--- src/rtl/assert_macros.svh ---
// Assertion macros used by the top unit to check its own logic.
// Depends on nothing; include by bare file name.
`ifndef ASSERT_MACROS_SVH
`define ASSERT_MACROS_SVH

// Check that an expression holds at every clock edge out of reset.
`define ASSERT_ALWAYS(label, clk, rst_n, expr) \
    label: assert property (@(posedge clk) disable iff (!rst_n) (expr)) \
        else $error("%m: check failed");

// Check that a condition is followed by another in the next cycle.
`define ASSERT_NEXT(label, clk, rst_n, ante, cons) \
    label: assert property (@(posedge clk) disable iff (!rst_n) (ante) |=> (cons)) \
        else $error("%m: check failed");

`endif

--- src/rtl/ssdm_pkg.sv ---
// Shared types and constants for the suffix dictionary matcher.
// Depends on nothing; used by the interfaces and every module but ssdm_ram.
package ssdm_pkg;

    localparam int REQ_TYPE_W = 2;
    localparam int LETTER_W   = 5;
    localparam int STATUS_W   = 2;

    // Default sizes of the dictionary and the stream history
    localparam int DEF_MAX_NODES     = 1024;
    localparam int DEF_MAX_WORD_LEN  = 32;
    localparam int DEF_ALPHABET_SIZE = 26;

    // Depth of the command queue between front and back
    localparam int QUEUE_DEPTH = 2;

    // Request type codes on the input channel
    localparam logic [REQ_TYPE_W-1:0] REQ_INSERT = 2'd0;
    localparam logic [REQ_TYPE_W-1:0] REQ_END    = 2'd1;
    localparam logic [REQ_TYPE_W-1:0] REQ_QUERY  = 2'd2;

    // Status codes on the result channel
    localparam logic [STATUS_W-1:0] STATUS_OK   = 2'd0;
    localparam logic [STATUS_W-1:0] STATUS_FULL = 2'd1;
    localparam logic [STATUS_W-1:0] STATUS_LONG = 2'd2;

    // Decoded operation handed from the front to the back
    typedef enum logic [1:0] {
        OP_INSERT,
        OP_END,
        OP_QUERY,
        OP_NOP
    } op_t;

    typedef struct packed {
        op_t                 op;
        logic [LETTER_W-1:0] letter;
        logic                in_alpha;
    } cmd_t;

endpackage

--- src/rtl/ssdm_req_if.sv ---
// Request channel: valid/ready handshake with request type and letter.
// Depends on ssdm_pkg.
interface ssdm_req_if;
    import ssdm_pkg::*;

    logic                  valid;
    logic                  ready;
    logic [REQ_TYPE_W-1:0] req_type;
    logic [LETTER_W-1:0]   letter;

    modport source (output valid, output req_type, output letter, input ready);
    modport sink   (input valid, input req_type, input letter, output ready);
endinterface

--- src/rtl/ssdm_front.sv ---
// Front end: accepts requests, decodes them and queues them for the back end.
// Depends on ssdm_pkg and ssdm_req_if.
module ssdm_front #(
    parameter int ALPHABET_SIZE = ssdm_pkg::DEF_ALPHABET_SIZE
) (
    input  logic            clk,
    input  logic            rst_n,
    ssdm_req_if.sink        req,
    input  logic            hold,
    output logic            cmd_valid,
    output ssdm_pkg::cmd_t  cmd,
    input  logic            cmd_ready
);
    import ssdm_pkg::*;

    localparam int PTR_W = QUEUE_DEPTH > 1 ? $clog2(QUEUE_DEPTH) : 1;
    localparam int CNT_W = $clog2(QUEUE_DEPTH + 1);

    cmd_t             q_reg [QUEUE_DEPTH];
    logic [PTR_W-1:0] wr_ptr_reg, wr_ptr_next;
    logic [PTR_W-1:0] rd_ptr_reg, rd_ptr_next;
    logic [CNT_W-1:0] count_reg, count_next;
    cmd_t             dec;
    logic             push;
    logic             pop;

    // Decode the incoming request
    always_comb
    begin
        dec.letter   = req.letter;
        dec.in_alpha = (32'(req.letter) < ALPHABET_SIZE);
        unique case (req.req_type)
            REQ_INSERT: dec.op = OP_INSERT;
            REQ_END:    dec.op = OP_END;
            REQ_QUERY:  dec.op = OP_QUERY;
            default:    dec.op = OP_NOP;
        endcase
    end

    // Accept while there is room and no clearing pass runs
    assign req.ready = (count_reg != CNT_W'(QUEUE_DEPTH)) && !hold;
    assign push      = req.valid && req.ready;
    assign cmd_valid = (count_reg != '0);
    assign cmd       = q_reg[rd_ptr_reg];
    assign pop       = cmd_valid && cmd_ready;

    // Advance the queue pointers
    always_comb
    begin
        wr_ptr_next = wr_ptr_reg;
        rd_ptr_next = rd_ptr_reg;
        count_next  = count_reg;
        if (push)
        begin
            wr_ptr_next = (wr_ptr_reg == PTR_W'(QUEUE_DEPTH - 1)) ? '0 : wr_ptr_reg + 1'b1;
        end
        if (pop)
        begin
            rd_ptr_next = (rd_ptr_reg == PTR_W'(QUEUE_DEPTH - 1)) ? '0 : rd_ptr_reg + 1'b1;
        end
        priority if (push && !pop)
        begin
            count_next = count_reg + 1'b1;
        end
        else if (pop && !push)
        begin
            count_next = count_reg - 1'b1;
        end
        else
        begin
            count_next = count_reg;
        end
    end

    always_ff @(posedge clk or negedge rst_n)
    begin
        if (!rst_n)
        begin
            wr_ptr_reg <= '0;
            rd_ptr_reg <= '0;
            count_reg  <= '0;
        end
        else
        begin
            wr_ptr_reg <= wr_ptr_next;
            rd_ptr_reg <= rd_ptr_next;
            count_reg  <= count_next;
        end
    end

    // Store the decoded request
    always_ff @(posedge clk)
    begin
        if (push)
        begin
            q_reg[wr_ptr_reg] <= dec;
        end
    end
endmodule

--- src/flat_wrapper.sv ---
// flat-port wrapper written by rule: the top's interface ports become plain ports
module ssdm_front_flat import ssdm_pkg::*;
#(
    parameter int ALPHABET_SIZE = ssdm_pkg::DEF_ALPHABET_SIZE
)
  (clk, rst_n, hold, cmd_valid, cmd, cmd_ready, req_valid, req_req_type, req_letter, req_ready);
  ssdm_req_if req_i ();
  input  logic clk;
  input  logic rst_n;
  input  logic hold;
  output logic cmd_valid;
  output ssdm_pkg::cmd_t cmd;
  input  logic cmd_ready;
  input wire logic [$bits(req_i.valid)-1:0] req_valid;
  input wire logic [$bits(req_i.req_type)-1:0] req_req_type;
  input wire logic [$bits(req_i.letter)-1:0] req_letter;
  output wire logic [$bits(req_i.ready)-1:0] req_ready;
  assign req_i.valid = req_valid;
  assign req_i.req_type = req_req_type;
  assign req_i.letter = req_letter;
  assign req_ready = req_i.ready;
  ssdm_front #(.ALPHABET_SIZE(ALPHABET_SIZE)) u_core (.clk(clk), .rst_n(rst_n), .req(req_i), .hold(hold), .cmd_valid(cmd_valid), .cmd(cmd), .cmd_ready(cmd_ready));
endmodule
--- config.mk ---
export PLATFORM = sky130hd
export DESIGN_NAME = ssdm_front_flat
export DESIGN_NICKNAME = d
export VERILOG_FILES = /design/src/rtl/assert_macros.svh /design/src/rtl/ssdm_pkg.sv /design/src/rtl/ssdm_req_if.sv /design/src/rtl/ssdm_front.sv /design/src/flat_wrapper.sv
export SDC_FILE = /design/constraint.sdc
export NUM_CORES = 1
export LEC_CHECK = 0
export ABC_AREA = 0
export BUFFER_PORTS_ARGS = -buffer_cell sky130_fd_sc_hd__buf_4
export CORE_MARGIN = 2
export CORE_UTILIZATION = 49
export CTS_CLUSTER_DIAMETER = 60
export DETAILED_ROUTE_END_ITERATION = 12
export PLACE_DENSITY = 0.77
export RECOVER_POWER = 50
export SYNTH_ARGS = -nofsm -noshare
export SYNTH_HDL_FRONTEND = slang
export SYNTH_SLANG_ARGS = --single-unit
--- constraint.sdc ---
create_clock -name clk -period 1.95 [get_ports clk]
set_clock_uncertainty 0.2 [all_clocks]
set_input_delay 0.0975 -clock clk [delete_from_list [all_inputs] [get_ports clk]]
set_output_delay 0.0975 -clock clk [all_outputs]
set_load 0.02 [all_outputs]
==> metrics.md <==
| Metric | Value |
|---|---|
| Outcome | `finished clean` |
| Largest net degree at the start of global routing | `13` |
| Area Growth Syn to Fin | `39.5%` |
| Synth top cells by count | `edfxtp_1 (16), mux2_2 (8), dfrtp_1 (4)` |
| # hold bufs at CTS | `11` |
| Post-synthesis cell type count | `16` |
| Clock buffer count from CTS | `3` |
| Fillers | `107` |
| Die H | `44.5 µm` |
| Setup Fix Bufs, Post-CTS | `0` |
| Share of post-route cells with drive strength above 1 | `0.370` |
| Clk_lat worst skew | `290 ps` |
| Top-count cell post-synth | `edfxtp_1` |
| Fin nets | `95` |
| Worst vdd ir | `0.754 mV` |
| Post-CTS resize count | `0` |
| Crit path depth | `3` |
| Area post-placement | `985 µm²` |
| Cell area power density | `1290 mW/mm²` |
| Footprint of the multi-input gates | `209 µm²` |
| WS Path Type | `reg2reg` |
| Number of I/O pins | `22` |
| Post-route design area | `0.00112 mm²` |
| Final setup margin | `177 ps` |
| Drt first pass iters | `3` |
| Vias in the first global route | `487` |
| Critical Path AT | `1530 ps` |
| Synth area leader | `edfxtp_1` |
| H-tree lvl count | `1` |
| First-pass GRT wire length | `2.21 mm` |
| Worst path required time | `1710 ps` |
| Final ANT Viol Nets | `0` |
| Cell area after synthesis | `805 µm²` |
| GPL Wtd Cong | `0.696` |
| ANT cells | `0` |
| Max-Cap Viols | `0` |
| Setup TNS Final | `0 ps` |
| Die area | `0.00198 mm²` |
| Port Buf Inserts | `21` |
| Number of clock sinks seen by CTS | `20` |
| Syn Inst Count | `46` |
| Reg area | `581 µm²` |
| CTS tree | `built` |
| Syn. warnings | `0` |
| Root buf cell | `clkbuf_4` |
| Residual DRC | `0` |
| Critical Path Start Type | `register` |
| Delay of the slowest critical-path stage | `410 ps` |
| CP max FO | `8` |
| EDFF count, synth | `16` |
| Max FFs per register | `16` |
| Rel. slew slack | `0.739` |
| CP top delay family | `simple AND/OR/NAND/NOR gates` |
| Worst path cell trace | `nor2b_1 -> nor3b_4 -> and2_1` |
| Top post-synthesis cells by area | `edfxtp_1 (60%), dfrtp_1 (12%), mux2_2 (11%), xor2_1 (3.3%), nor3b_4 (2.3%)` |
| WL per Instance | `14.6 µm` |
| Fin. Hold Viols | `0` |
| Worst hold path type | `in2reg` |
| Setup slack, reg-to-reg | `180 ps` |
| Post-synth top area share | `0.597` |
| Max-slew violation count | `0` |
| Beginning of the critical path | `u_core.count_reg[1]$_DFFE_PN0P_` |
| Vias | `480` |
| Worst R2R Start | `u_core.count_reg[1]$_DFFE_PN0P_` |
| R2R Path End | `u_core.q_reg[1][0]$_DFFE_PP_` |
| Pre-CTS setup slack | `222 ps` |
| Initial antenna violation count | `0` |
| DR vias/cell | `4.95` |
| Initial core utilization | `0.528` |
| Total gr overflow | `0` |
| FF+latch count, synth | `20` |
| Min Tclk post-route | `1770 ps` |
| RSZ-0062 raised after global routing | `no` |
| # rows | `14` |
| Crit end category | `register` |
| P_leak | `0.000436 µW` |
| Hpwl dp | `998 µm` |
| Ys async rst share | `0.200` |
| Crit-path slowest cell | `dfrtp_1` |
| Ys flop type | `edfxtp_1` |
| Cells on worst reg2reg path | `3` |
| Final setup viols | `0` |
| Sequential area share after synthesis | `0.722` |
| Buf/Inv on CP | `0` |
| Tot GR Track Use | `0.168` |
| CP endpoint | `u_core.q_reg[1][0]$_DFFE_PP_` |
| Total Routed Length | `1.42 mm` |
| Core ar. | `0.00152 mm²` |
| Max Clk Rate | `564 MHz` |
| Initial DRC Count | `3` |
| Clk slew on worst S/H paths | `110 ps` |
| Die width | `44.5 µm` |
| Synth Area per Inst | `17.5 µm²` |
| Syn Nets | `59` |
| Clock Tree Buf Depth | `2` |
| Period utilization | `0.909` |
| Worst-Margin Slew | `391 ps` |
[cells in the final DEF (no fill, tap or decap)]
master	instances
edfxtp_1	16
dfrtp_1	4
bufinv_16	1
buf_4	14
xnor2_1	2
clkbuf_1	6
and2_1	1
nand2_1	1
nor3b_4	1
mux2_2	8
clkbuf_4	6
xor2_1	3
nor2b_1	2
nor2_1	2
o211ai_1	1
or2_0	1
dlygate4sd3_1	11
ha_1	1
[cells by family (layout without fill, tap and decap cells)]
family                   Yosys count  in the layout  synth area share
AO/OA/AOI/OAI                      1              1           0.00933
XOR/XNOR                           5              5            0.0544
adder cells (fa/ha/maj)            1              1            0.0155
buffers and inverters              3             38            0.0155
flip-flops                        20             20             0.722
multiplexers                       8              8             0.112
AND/OR/NAND/NOR                    8              8            0.0716
[per-layer routing]
metal,vias up,wire [µm],track usage
met3,2,52,0.0245
met1,228,554,0.162
met4,0,19,0.0909
met5,-,0,0
li1,237,-,-
met2,13,795,0.330
[where the power goes]
part           total [µW]  leakage [µW]  internal, µW  switching (µW)
logic                 496      0.000216           253             243
clock network         329     0.0000279           208             121
registers             627      0.000192           553            74.1
[worst register-to-register path, stage by stage, from the launching register on]
cell     delay, ps
dfrtp_1        410
nor2b_1        180
nor3b_4        240
and2_1         410
[worst min-delay path by stage]
stage,depth (start not counted),from,end,slack (ps)
after floorplan,0,rst_n,u_core.count_reg[0]$_DFFE_PN0P_,-400
after global placement,1,rst_n,u_core.count_reg[0]$_DFFE_PN0P_,-300
after detailed placement,1,rst_n,u_core.count_reg[1]$_DFFE_PN0P_,-300
after CTS,3,req_valid,u_core.wr_ptr_reg$_DFFE_PN0P_,30
after global routing,3,req_valid,u_core.wr_ptr_reg$_DFFE_PN0P_,20
final,3,req_valid,u_core.wr_ptr_reg$_DFFE_PN0P_,30
[metrics by stage]
step                 util  cells  hold slack (ps)  total power (µW)
floorplan               -     46             -398               951
global placement    0.646     82             -303              1120
detailed placement  0.646     82             -299              1140
CTS                 0.753     97             25.9              1480
global route        0.736     97             16.6              1530
finish              0.736     97             32.9              1450
[final cells by class]
type,count,area share
Timing Repair Buffer,34,0.232
Clock buffer,3,0.0201
Multi-Input combinational cell,23,0.186
Sequential cell,20,0.517
Tap cell,16,0.0178
Clock inverter,1,0.0268
No activity file was read; power rests on OpenSTA's default activity.
